## src/design/btre_pkg.sv

```systemverilog
// shared types and constants of the band threshold run encoder
package btre_pkg;

   localparam int PIXEL_BITS     = 8;
   localparam int CSR_INDEX_BITS = 2;
   localparam int CSR_DATA_BITS  = 13;
   localparam int RUN_POS_BITS   = 12;
   localparam int RUN_END_BITS   = 13;

   localparam int DEFAULT_MAX_WIDTH  = 4096;
   localparam int DEFAULT_MAX_HEIGHT = 4096;

   // register indexes
   localparam logic [CSR_INDEX_BITS-1:0] REG_LOW_GRAY  = 2'd0;
   localparam logic [CSR_INDEX_BITS-1:0] REG_HIGH_GRAY = 2'd1;
   localparam logic [CSR_INDEX_BITS-1:0] REG_ROW_WIDTH = 2'd2;

   // reset values
   localparam logic [PIXEL_BITS-1:0]    LOW_GRAY_RESET  = 8'd0;
   localparam logic [PIXEL_BITS-1:0]    HIGH_GRAY_RESET = 8'd255;
   localparam logic [CSR_DATA_BITS-1:0] ROW_WIDTH_RESET = 13'd640;

   typedef struct packed {
      logic [PIXEL_BITS-1:0]    low_gray;
      logic [PIXEL_BITS-1:0]    high_gray;
      logic [CSR_DATA_BITS-1:0] row_width;
   } cfg_type;

   typedef struct packed {
      logic                     hit;
      logic [RUN_POS_BITS-1:0]  run_row;
      logic [RUN_POS_BITS-1:0]  run_begin;
      logic [RUN_END_BITS-1:0]  run_end;
   } run_type;

endpackage

```

## src/design/btre_csr.sv

```systemverilog
// configuration registers of the band threshold run encoder
module btre_csr
   import btre_pkg::*;
(
   input  logic                      clock,
   input  logic                      reset,
   input  logic                      wr_en,
   input  logic [CSR_INDEX_BITS-1:0] wr_index,
   input  logic [CSR_DATA_BITS-1:0]  wr_data,
   output cfg_type                   cfg
);

   logic [PIXEL_BITS-1:0]    low_gray_ff,  low_gray_in;
   logic [PIXEL_BITS-1:0]    high_gray_ff, high_gray_in;
   logic [CSR_DATA_BITS-1:0] row_width_ff, row_width_in;

   always_comb begin
      low_gray_in  = low_gray_ff;
      high_gray_in = high_gray_ff;
      row_width_in = row_width_ff;
      if (wr_en) begin
         case (wr_index)
            REG_LOW_GRAY:  low_gray_in  = wr_data[PIXEL_BITS-1:0];
            REG_HIGH_GRAY: high_gray_in = wr_data[PIXEL_BITS-1:0];
            REG_ROW_WIDTH: row_width_in = wr_data;
            default: ;
         endcase
      end
   end

   always_ff @(posedge clock) begin
      if (reset) begin
         low_gray_ff  <= LOW_GRAY_RESET;
         high_gray_ff <= HIGH_GRAY_RESET;
         row_width_ff <= ROW_WIDTH_RESET;
      end else begin
         low_gray_ff  <= low_gray_in;
         high_gray_ff <= high_gray_in;
         row_width_ff <= row_width_in;
      end
   end

   assign cfg.low_gray  = low_gray_ff;
   assign cfg.high_gray = high_gray_ff;
   assign cfg.row_width = row_width_ff;

endmodule

```

## src/design/btre_scan.sv

```systemverilog
// scan state and run detection, one pixel per step
module btre_scan
   import btre_pkg::*;
#(
   parameter int MAX_WIDTH  = DEFAULT_MAX_WIDTH,
   parameter int MAX_HEIGHT = DEFAULT_MAX_HEIGHT
) (
   input  logic                  clock,
   input  logic                  reset,
   input  cfg_type               cfg,
   input  logic                  step,
   input  logic [PIXEL_BITS-1:0] pixel,
   input  logic                  frame_start,
   output run_type               run
);

   localparam int COL_BITS = $clog2(MAX_WIDTH);
   localparam int ROW_BITS = (MAX_HEIGHT > 1) ? $clog2(MAX_HEIGHT) : 1;
   localparam int CMP_BITS = (COL_BITS + 1 > CSR_DATA_BITS + 1) ? COL_BITS + 1
                                                                : CSR_DATA_BITS + 1;
   localparam logic [CMP_BITS-1:0] WIDTH_LIMIT = CMP_BITS'(MAX_WIDTH);
   localparam logic [ROW_BITS-1:0] ROW_LIMIT   = ROW_BITS'(MAX_HEIGHT - 1);

   logic                prev_fg_ff,   prev_fg_in;
   logic [COL_BITS-1:0] column_ff,    column_in;
   logic [ROW_BITS-1:0] row_ff,       row_in;
   logic [COL_BITS-1:0] run_start_ff, run_start_in;

   logic                prev_fg, fg, last, closes;
   logic [COL_BITS-1:0] col, row_start_col, start_col;
   logic [ROW_BITS-1:0] row;
   logic [CMP_BITS-1:0] width_raw, width_eff, col_next, end_col;

   always_comb begin
      // frame start clears position and drops an open run
      prev_fg       = frame_start ? 1'b0 : prev_fg_ff;
      col           = frame_start ? '0 : column_ff;
      row           = frame_start ? '0 : row_ff;
      row_start_col = frame_start ? '0 : run_start_ff;

      width_raw = CMP_BITS'(cfg.row_width);
      width_eff = width_raw;
      if (width_raw == '0)
         width_eff = CMP_BITS'(1);
      if (width_eff > WIDTH_LIMIT)
         width_eff = WIDTH_LIMIT;

      fg       = (pixel >= cfg.low_gray) && (pixel <= cfg.high_gray);
      col_next = CMP_BITS'(col) + CMP_BITS'(1);
      last     = col_next >= width_eff;

      start_col = (fg && !prev_fg) ? col : row_start_col;
      closes    = !fg && prev_fg;
      end_col   = closes ? CMP_BITS'(col) : col_next;

      run.hit       = closes || (fg && last);
      run.run_row   = RUN_POS_BITS'(32'(row));
      run.run_begin = RUN_POS_BITS'(32'(start_col));
      run.run_end   = RUN_END_BITS'(32'(end_col));

      run_start_in = start_col;
      if (last) begin
         prev_fg_in = 1'b0;
         column_in  = '0;
         row_in     = (row < ROW_LIMIT) ? row + ROW_BITS'(1) : row;
      end else begin
         prev_fg_in = fg;
         column_in  = col_next[COL_BITS-1:0];
         row_in     = row;
      end
   end

   always_ff @(posedge clock) begin
      if (reset) begin
         prev_fg_ff   <= 1'b0;
         column_ff    <= '0;
         row_ff       <= '0;
         run_start_ff <= '0;
      end else if (step) begin
         prev_fg_ff   <= prev_fg_in;
         column_ff    <= column_in;
         row_ff       <= row_in;
         run_start_ff <= run_start_in;
      end
   end

endmodule

```

## src/design/band_threshold_run_encoder_unit.sv

```systemverilog
// top level of the band threshold run encoder
//
// usage:
//    req channel: one gray pixel per beat in raster order, req_frame_start
//    high on the first pixel of an image. a beat is taken when req_valid is
//    high and req_stall is low.
//    rsp channel: one beat per closed foreground run (row, first column,
//    exclusive end column). a run closes at a background pixel or at the
//    last pixel of a row; pixels that close no run give no beat.
//    csr channel: writes low_gray (0), high_gray (1), row_width (2);
//    csr_ready is always high. write only while the block is idle.
// timing:
//    a taken pixel waits in the input register and is classified there;
//    its run beat, if any, goes to the result register once that is free.
//    one pixel per cycle when rsp_stall is low; the output and the input
//    registers let a new pixel in while a run beat waits to be taken.
// reset: synchronous; clears the valid bits of both pipeline registers,
//    the scan position and the registers to low 0, high 255, width 640.
// stall: with rsp_stall high and a beat waiting, one more pixel is held in
//    the input register, then req_stall rises.
module band_threshold_run_encoder_unit
   import btre_pkg::*;
#(
   parameter int MAX_WIDTH  = DEFAULT_MAX_WIDTH,
   parameter int MAX_HEIGHT = DEFAULT_MAX_HEIGHT
) (
   input  logic                      clock,
   input  logic                      reset,
   // pixel input
   input  logic                      req_valid,
   output logic                      req_stall,
   input  logic [PIXEL_BITS-1:0]     req_pixel,
   input  logic                      req_frame_start,
   // run output
   output logic                      rsp_valid,
   input  logic                      rsp_stall,
   output logic [RUN_POS_BITS-1:0]   rsp_run_row,
   output logic [RUN_POS_BITS-1:0]   rsp_run_begin,
   output logic [RUN_END_BITS-1:0]   rsp_run_end,
   // register writes
   input  logic                      csr_valid,
   output logic                      csr_ready,
   input  logic [CSR_INDEX_BITS-1:0] csr_index,
   input  logic [CSR_DATA_BITS-1:0]  csr_wdata
);

   cfg_type cfg;
   run_type run;

   // input register
   logic                  in_valid_ff, in_valid_in;
   logic [PIXEL_BITS-1:0] in_pixel_ff;
   logic                  in_frame_start_ff;

   // result register
   logic                    rsp_valid_ff, rsp_valid_in;
   logic [RUN_POS_BITS-1:0] rsp_row_ff, rsp_begin_ff;
   logic [RUN_END_BITS-1:0] rsp_end_ff;

   logic out_free;   // result register can take a new run this cycle
   logic step;       // pixel in the input register is processed
   logic take_req;

   assign csr_ready = 1'b1;

   btre_csr u_csr (
      .clock    (clock),
      .reset    (reset),
      .wr_en    (csr_valid && csr_ready),
      .wr_index (csr_index),
      .wr_data  (csr_wdata),
      .cfg      (cfg)
   );

   btre_scan #(
      .MAX_WIDTH  (MAX_WIDTH),
      .MAX_HEIGHT (MAX_HEIGHT)
   ) u_scan (
      .clock       (clock),
      .reset       (reset),
      .cfg         (cfg),
      .step        (step),
      .pixel       (in_pixel_ff),
      .frame_start (in_frame_start_ff),
      .run         (run)
   );

   always_comb begin
      out_free  = !rsp_valid_ff || !rsp_stall;
      step      = in_valid_ff && out_free;
      // input register is free when empty or drained this cycle
      req_stall = in_valid_ff && !out_free;
      take_req  = req_valid && !req_stall;

      in_valid_in = in_valid_ff;
      if (!req_stall)
         in_valid_in = req_valid;

      rsp_valid_in = rsp_valid_ff;
      if (out_free)
         rsp_valid_in = step && run.hit;
   end

   always_ff @(posedge clock) begin
      if (reset) begin
         in_valid_ff  <= 1'b0;
         rsp_valid_ff <= 1'b0;
      end else begin
         in_valid_ff  <= in_valid_in;
         rsp_valid_ff <= rsp_valid_in;
      end
   end

   // payload registers, no reset
   always_ff @(posedge clock) begin
      if (take_req) begin
         in_pixel_ff       <= req_pixel;
         in_frame_start_ff <= req_frame_start;
      end
      if (step && run.hit) begin
         rsp_row_ff   <= run.run_row;
         rsp_begin_ff <= run.run_begin;
         rsp_end_ff   <= run.run_end;
      end
   end

   assign rsp_valid     = rsp_valid_ff;
   assign rsp_run_row   = rsp_row_ff;
   assign rsp_run_begin = rsp_begin_ff;
   assign rsp_run_end   = rsp_end_ff;

`ifndef SYNTHESIS
   // back pressure only when both registers are occupied and the sink stalls
   a_stall_cause: assert property (@(posedge clock) disable iff (reset)
      req_stall |-> (in_valid_ff && rsp_valid_ff && rsp_stall))
      else $error("req_stall raised without a blocked result beat");

   // a pixel that cannot be processed stays in the input register
   a_pixel_kept: assert property (@(posedge clock) disable iff (reset)
      (in_valid_ff && !out_free) |=> in_valid_ff)
      else $error("pending pixel lost while the output was blocked");

   // a reported run is never empty when columns fit the output fields
   a_run_order: assert property (@(posedge clock) disable iff (reset)
      (rsp_valid_ff && (MAX_WIDTH <= 4096)) |->
         (rsp_end_ff > RUN_END_BITS'(rsp_begin_ff)))
      else $error("run end not beyond run begin");
`endif

endmodule
```

## config.mk

```make
export PLATFORM = sky130hd
export DESIGN_NAME = band_threshold_run_encoder_unit
export DESIGN_NICKNAME = d
export VERILOG_FILES = /design/src/design/btre_pkg.sv /design/src/design/btre_csr.sv /design/src/design/btre_scan.sv /design/src/design/band_threshold_run_encoder_unit.sv
export SDC_FILE = /design/constraint.sdc
export NUM_CORES = 1
export LEC_CHECK = 0
export BUFFER_PORTS_ARGS = -buffer_cell sky130_fd_sc_hd__clkbuf_2
export CAP_MARGIN = 10
export CORE_MARGIN = 5
export CORE_UTILIZATION = 54
export DETAILED_ROUTE_END_ITERATION = 16
export GPL_ROUTABILITY_DRIVEN = 0
export GPL_TIMING_DRIVEN = 1
export PLACE_DENSITY_LB_ADDON = 0.08
export SETUP_SLACK_MARGIN = 0.15
export SLEW_MARGIN = 20
export SYNTH_ARGS = -nofsm -noshare
export SYNTH_HDL_FRONTEND = slang
export SYNTH_SLANG_ARGS = --single-unit
```

## constraint.sdc

```tcl
create_clock -name clock -period 5.7 [get_ports clock]
set_clock_uncertainty 0.1 [all_clocks]
set_input_delay 1.14 -clock clock [delete_from_list [all_inputs] [get_ports clock]]
set_output_delay 1.14 -clock clock [all_outputs]
set_load 0.01 [all_outputs]
```

; Word-level counts from Yosys, hierarchy flattened
; Cells that the tools add are included.
[classes]
n_lt_le_gt_ge = 5
n_eq_ne = 2
addsub = 2
n_reduce_logical = 21
n_mux = 12
[op_table]
columns = cell, count
row1 = two-way mux 12 bit, 8
row2 = two-way mux 13 bit, 2
row3 = "adder 12 x 1 -> 13 bit, second input constant", 1
row4 = >= comparator 13 bit, 1
row5 = "> comparator 13 bit, second input constant", 1
row6 = zero test 13 bit, 1
row7 = "adder 12 x 1 -> 12 bit, second input constant", 1
row8 = "less-than comparator 12 bit, second input constant", 1
row9 = >= comparator 8 bit, 1
row10 = <= comparator 8 bit, 1
row11 = logical AND 1 bit, 8
row12 = zero test 1 bit, 6
row13 = AND reduction 2 bit, 3
row14 = "== test 2 x 1 -> 1 bit, second input constant", 1
row15 = "== test 2 bit, second input constant", 1
row16 = zero test 2 bit, 1
row17 = logical OR 1 bit, 2
row18 = two-way mux 1 bit, 2
[word_totals]
regBits = 114
wordCells = 57
output_inout_bits = 40

; Depth between registers and ports, before layout
[depth]
word_depth = 8
ltp_mapped = 17
mapped_depth_nobuf = 13

; Modules after synthesis
; Synthesis repeated with hierarchy kept, for this count alone.
[hier_totals]
cells_unflattened = 581
hier_area_um2 = 5806.8
[by_module_without_submodules]
columns = mod, cells_per_inst, instances, area_per_inst_um2
row1 = btre_scan, 400, 1, 3090.5
row2 = band_threshold_run_encoder_unit, 60, 1, 1486.4
row3 = btre_csr, 121, 1, 1229.9

; Worst setup path after synthesis
; OpenSTA, ideal clock, no wires.
[synth_timing]
kind = register to register
from = register in_frame_start_ff
to = register rsp_begin_ff[0] (netlist: rsp_run_begin[0]) (enable)
setup_slack_ns = 0.501
setup_time_ns = 0.444
synth_period_minus_slack_ns = 5.199
arrival_time_ns = 4.656
path_stages_with_launch = 15
cell_sequence = edfxtp_1 -> clkbuf_1 -> nand2b_1 -> inv_1 -> ha_1 -> and4_1 -> nor3b_1 -> xnor2_1 -> nor2_1 -> ha_1 -> nand2_1 -> nor4_1 -> a221o_1 -> nand3_1 -> a21oi_1
[synth_between]
elab_chain_len = 6
word_cells_on_any_way = 8
cone_classes = 1 x add/sub / 1 x order compare / 2 x mux / 4 x reduce/logical
[synth_lines]
columns = element, line
row1 = from (decl), band_threshold_run_encoder_unit.sv:53  ; logic in_frame_start_ff;
row2 = from (signal assigned), band_threshold_run_encoder_unit.sv:118  ; in_frame_start_ff <= req_frame_start;
row3 = two-way mux 12 bit, btre_scan.sv:37  ; col = frame_start ? '0 : column_ff;
row4 = adder 12 x 1 -> 13 bit, btre_scan.sv:49  ; col_next = CMP_BITS'(col) + CMP_BITS'(1);
row5 = >= comparator 13 bit, btre_scan.sv:50  ; last = col_next >= width_eff;
row6 = logical AND 1 bit, btre_scan.sv:56  ; run.hit = closes || (fg && last);
row7 = logical OR 1 bit (*), btre_scan.sv:56
row8 = logical AND 1 bit (*), band_threshold_run_encoder_unit.sv:120  ; if (step && run.hit) begin
row9 = to (signal assigned), band_threshold_run_encoder_unit.sv:122  ; rsp_begin_ff <= run.run_begin;
row10 = to (decl), band_threshold_run_encoder_unit.sv:57  ; logic [RUN_POS_BITS-1:0] rsp_row_ff, rsp_begin_ff;
; Mark *: on every way between the ends. The rest lies on a longest branch, timed or not.
; A chain may end at the register's enable or synchronous reset.

; Worst setup path in the final report
[layout_timing]
from = register in_frame_start_ff
to = register rsp_end_ff[10] (netlist: rsp_run_end[10]) (enable)
[layout_between]
elab_chain_len = 6
word_cells_on_any_way = 8
cone_classes = 1 x add/sub / 1 x order compare / 2 x mux / 4 x reduce/logical
[layout_lines]
columns = element, line
row1 = two-way mux 12 bit, btre_scan.sv:37
row2 = adder 12 x 1 -> 13 bit, btre_scan.sv:49
row3 = >= comparator 13 bit, btre_scan.sv:50
row4 = logical AND 1 bit, btre_scan.sv:56
row5 = logical OR 1 bit (*), btre_scan.sv:56
row6 = logical AND 1 bit (*), band_threshold_run_encoder_unit.sv:120
row7 = to (signal assigned), band_threshold_run_encoder_unit.sv:123  ; rsp_end_ff <= run.run_end;
row8 = to (decl), band_threshold_run_encoder_unit.sv:58  ; logic [RUN_END_BITS-1:0] rsp_end_ff;
; Marked as above.

==> impl_summary.md <==
Finish
Once layout is done, the placed cells without fillers occupy 6850 sq um. Fill cells in the final layout number 858. The area added between synthesis and finish is 18.4%. The final net count is 726.

The share of cells above drive strength 1 is 19.0%. Summing all multi-input logic gate instances after layout gives 2840 sq um. The sequential cells in the finished layout cover a total of 2740 sq um. The fraction of the core area covered by cells at the end of the flow is 66.1%. 0 antenna diodes ended up in the layout.

The final instance count without filler cells is 815.

CTS
Clock-pin slew was measured on the worst setup and hold paths at 0.06 ns. The clock latency of the later-clocked register in the worst-skew pair is 0.52 ns. The number of cells upsized or downsized after cts is 0.

TritonCTS created 17 clock buffers. CTS placed an instance of clkbuf_8 at the clock tree root. The clock drives 114 sinks. Once the clock tree was built, the setup fixing pass inserted 0 buffers. The total number of H-tree levels is 4. The clock passes through at most 2 buffers.

Hold repair after CTS inserted 0 buffers. TritonCTS built the clock tree.

Die
The floorplan has 37 rows. The die boundary height is 114 um. The floorplan step set the die width to 114 um. The boundary pin count is 69.

The starting density of the core is 55.8%. The core area is 10400 sq um. The full die area is 12900 sq um.

Synth
The number of enable-type register cells in the synthesized netlist is 46. After synthesis the netlist holds a flip-flop and latch count of 114. The share of synthesized registers carrying an async set or reset is 0%. The synthesized cell area is 5790 sq um. The post-synthesis cell count is 607. For this run, the number of Yosys warnings is 0. Among all cell types in the netlist, the one instantiated most often is nand2_1. The number of nets in the synthesized netlist is 667. In the synthesized netlist, the cells that appear most often are nand2_1, dfxtp_1, a21oi_1. The flip-flop cell with the highest count after synthesis is dfxtp_1. The fraction of synthesized cell area taken by the top area cell type is 23.9%. The post-synthesis average cell area is 9.54 sq um. The count of unique library cells instantiated by Yosys is 60.

Summed over all instances, the cell type with the most area after synthesis is edfxtp_1. After synthesis, the cell types taking the most area are edfxtp_1, dfxtp_1, ha_1. The share of the Yosys chip area taken by registers is 47.4%.

STA
Setup violations remaining at the end of the flow were counted as 0. The portion of the clock cycle consumed by the worst path in the final layout is 79.3%. The worst max-slew margin expressed relative to the limit is 31.1%.

The transition at the pin with the smallest max-transition slack is 1.03 ns. For the finished layout, the period the worst path requires is 4.52 ns. The hold violation total from the final report is 0. The number of max-slew violations in the final report is 0. Setup repair after global routing left no endpoint under its margin. The highest achievable clock rate is 0.221 GHz. The setup total negative slack is 0 ns.

Worst setup path
For the worst setup path, the data required time is 5.75 ns. On the worst path, the slowest cell contributes a delay of 0.58 ns. The cell repeated most along the worst path is ha_1.

The cell count along the critical path is 14. The arrival time of the worst setup path is 4.58 ns. The sum of buffers and inverters on the critical path is 2. The cell with the biggest individual delay on the critical path is edfxtp_1.

The cell type group with the largest total delay on the critical path is simple AND/OR/NAND/NOR gates. The endpoint class of the critical path is a flop. The critical path is of the reg -> reg type. In this run the worst path has a maximum fanout of 37. The number of cells on the worst reg-to-reg path is 14. STA classifies the critical path startpoint as a flop. Traced cell by cell, the critical path runs through nand2b_1 > inv_1 > ha_1 > and4_1 > nor3b_1 > xnor2_1 > nor2_1 > ha_1 > nand2_1 > nor4_1 > a221o_1 > nand3_1 > a21oi_4 > buf_4.

Detailed routing
The total number of vias is 4699. In the final routed layout, each cell accounts on average for 16.3 um. The post-route DRC violation count is 0. The first detailed-routing pass took 5 iterations. In the routed layout, each cell is associated on average with a via count of 5.77. The count of antenna-violating nets left after detailed routing is 0.

In this run, the number of DRC markers left after iteration 0 of detailed routing was 267. The aggregate routed wire length is 13.2 mm.

GRT
The first-pass GRT wire length is 22.1 mm. The number of global-route vias before repair is 4535. Entering global routing, the biggest net connects 75 pins.

The initial antenna violation count is 0. After global routing the overflow that remains totals 0. The overall global routing resource usage is 21.5%.

Power and ir drop
The worst supply voltage drop on vdd is 241 uV. The overall power of the completed layout is 2.13 mW. In this run the power density over the cells is 311 nW/um^2. For this design the static power due to leakage is 2.63 nW.

Place
Summing all placed instances gives a cell area of 6220 sq um. Once placement completed, the tool counted placed cells totaling 783. The placed wire-length estimate after detailed placement is 9.01 mm.

The count of buffers added on input and output ports is 67.

Min path
The worst min-delay path category is reg -> reg. The worst hold path passes through 2 cells.

Outcome
The flow ran to the end, and the final reports show no timing, DRC or antenna violations.

Run
The max-capacitance violation count is 0.
worst paths after layout:
check	from	endpoint	slack, ns
max	in_frame_start_ff	rsp_run_end[10]	1.18
min	u_scan.run_start_ff[0]	u_scan.run_start_ff[0]	0.37
max reg2reg	in_frame_start_ff	rsp_run_end[10]	1.18
min reg2reg	u_scan.run_start_ff[0]	u_scan.run_start_ff[0]	0.37
final cells by class:
class	count	area share [%]
clock buffers	22	6.61
clock inverters	10	2.63
inverters	20	1.10
multi-input cells	439	41.5
flip-flops and latches	114	40.0
well taps	136	2.48
repair buffers	74	5.66
layer usage:
layer,track usage (%),part of all wire [%],vias to the layer above
li1,-,-,2291
met1,27.7,45,2234
met2,35.3,47,155
met3,4.03,5.5,19
met4,9.29,2.0,0
met5,0,0,-
through the flow:
| step | hold slack (ns) | worst slack [ns] |
|---|---|---|
| finish | 0.371 | 1.18 |
| global route | 0.395 | 0.835 |
| CTS | 0.369 | 1.19 |
| detailed placement | 0.360 | 1.23 |
| global placement | 0.352 | 1.37 |
| floorplan | 0.338 | 0.501 |
worst reg2reg max path, delay by kind of cell, from the launching register on:
| family | cells | cell delay (ns) |
|---|---|---|
| xor gates and xnor gates | 1 | 0.15 |
| buffers and inverters | 2 | 0.56 |
| AOI/OAI and AO/OA | 2 | 0.61 |
| adders and majority gates | 2 | 0.52 |
| DFF | 1 | 0.58 |
| and+or+nand+nor | 7 | 1.61 |
report_power, final:
| group | internal, mW | total [mW] | switching (mW) | leakage [nW] |
|---|---|---|---|---|
| clock | 0.774 | 1.13 | 0.353 | 0.305 |
| combinational | 0.0517 | 0.135 | 0.0833 | 1.41 |
| sequential | 0.862 | 0.872 | 0.0101 | 0.917 |
cells in the final DEF (no fill, tap or decap), drive strengths merged, types with 10 or more instances in the layout:
cell	netlist	routed
a21oi	53	53
a32o	10	10
clkbuf	24	89
dfxtp	68	68
edfxtp	46	46
ha	31	31
inv	20	20
mux2	15	15
mux2i	13	13
nand2	91	91
nand2b	28	28
nand3	24	24
nand3b	11	11
nand4	12	12
nor2	37	37
nor2b	26	26
o21ai	12	12
sequential cells by signal, indices dropped and copies added (netlist names), 8 cells and up:
| signal | cells |
|---|---|
| in_pixel_ff | 8 |
| rsp_run_row | 12 |
| rsp_run_end | 13 |
| u_scan.column_ff | 12 |
| u_scan.run_start_ff | 12 |
| u_csr.row_width_ff | 13 |
| u_csr.high_gray_ff | 8 |
| rsp_run_begin | 12 |
| u_csr.low_gray_ff | 8 |
| u_scan.row_ff | 12 |
logic make-up after synthesis:
logic type | Yosys count | synth area share, %
simple gates | 261 | 23.0
xor+xnor | 9 | 1.36
flops | 114 | 47.4
other cells | 1 | 0.0648
fa+ha+maj | 31 | 6.70
compound gates | 109 | 12.4
mux | 28 | 5.17
buf+inv | 54 | 3.89
(Power assumes the default switching activity.)
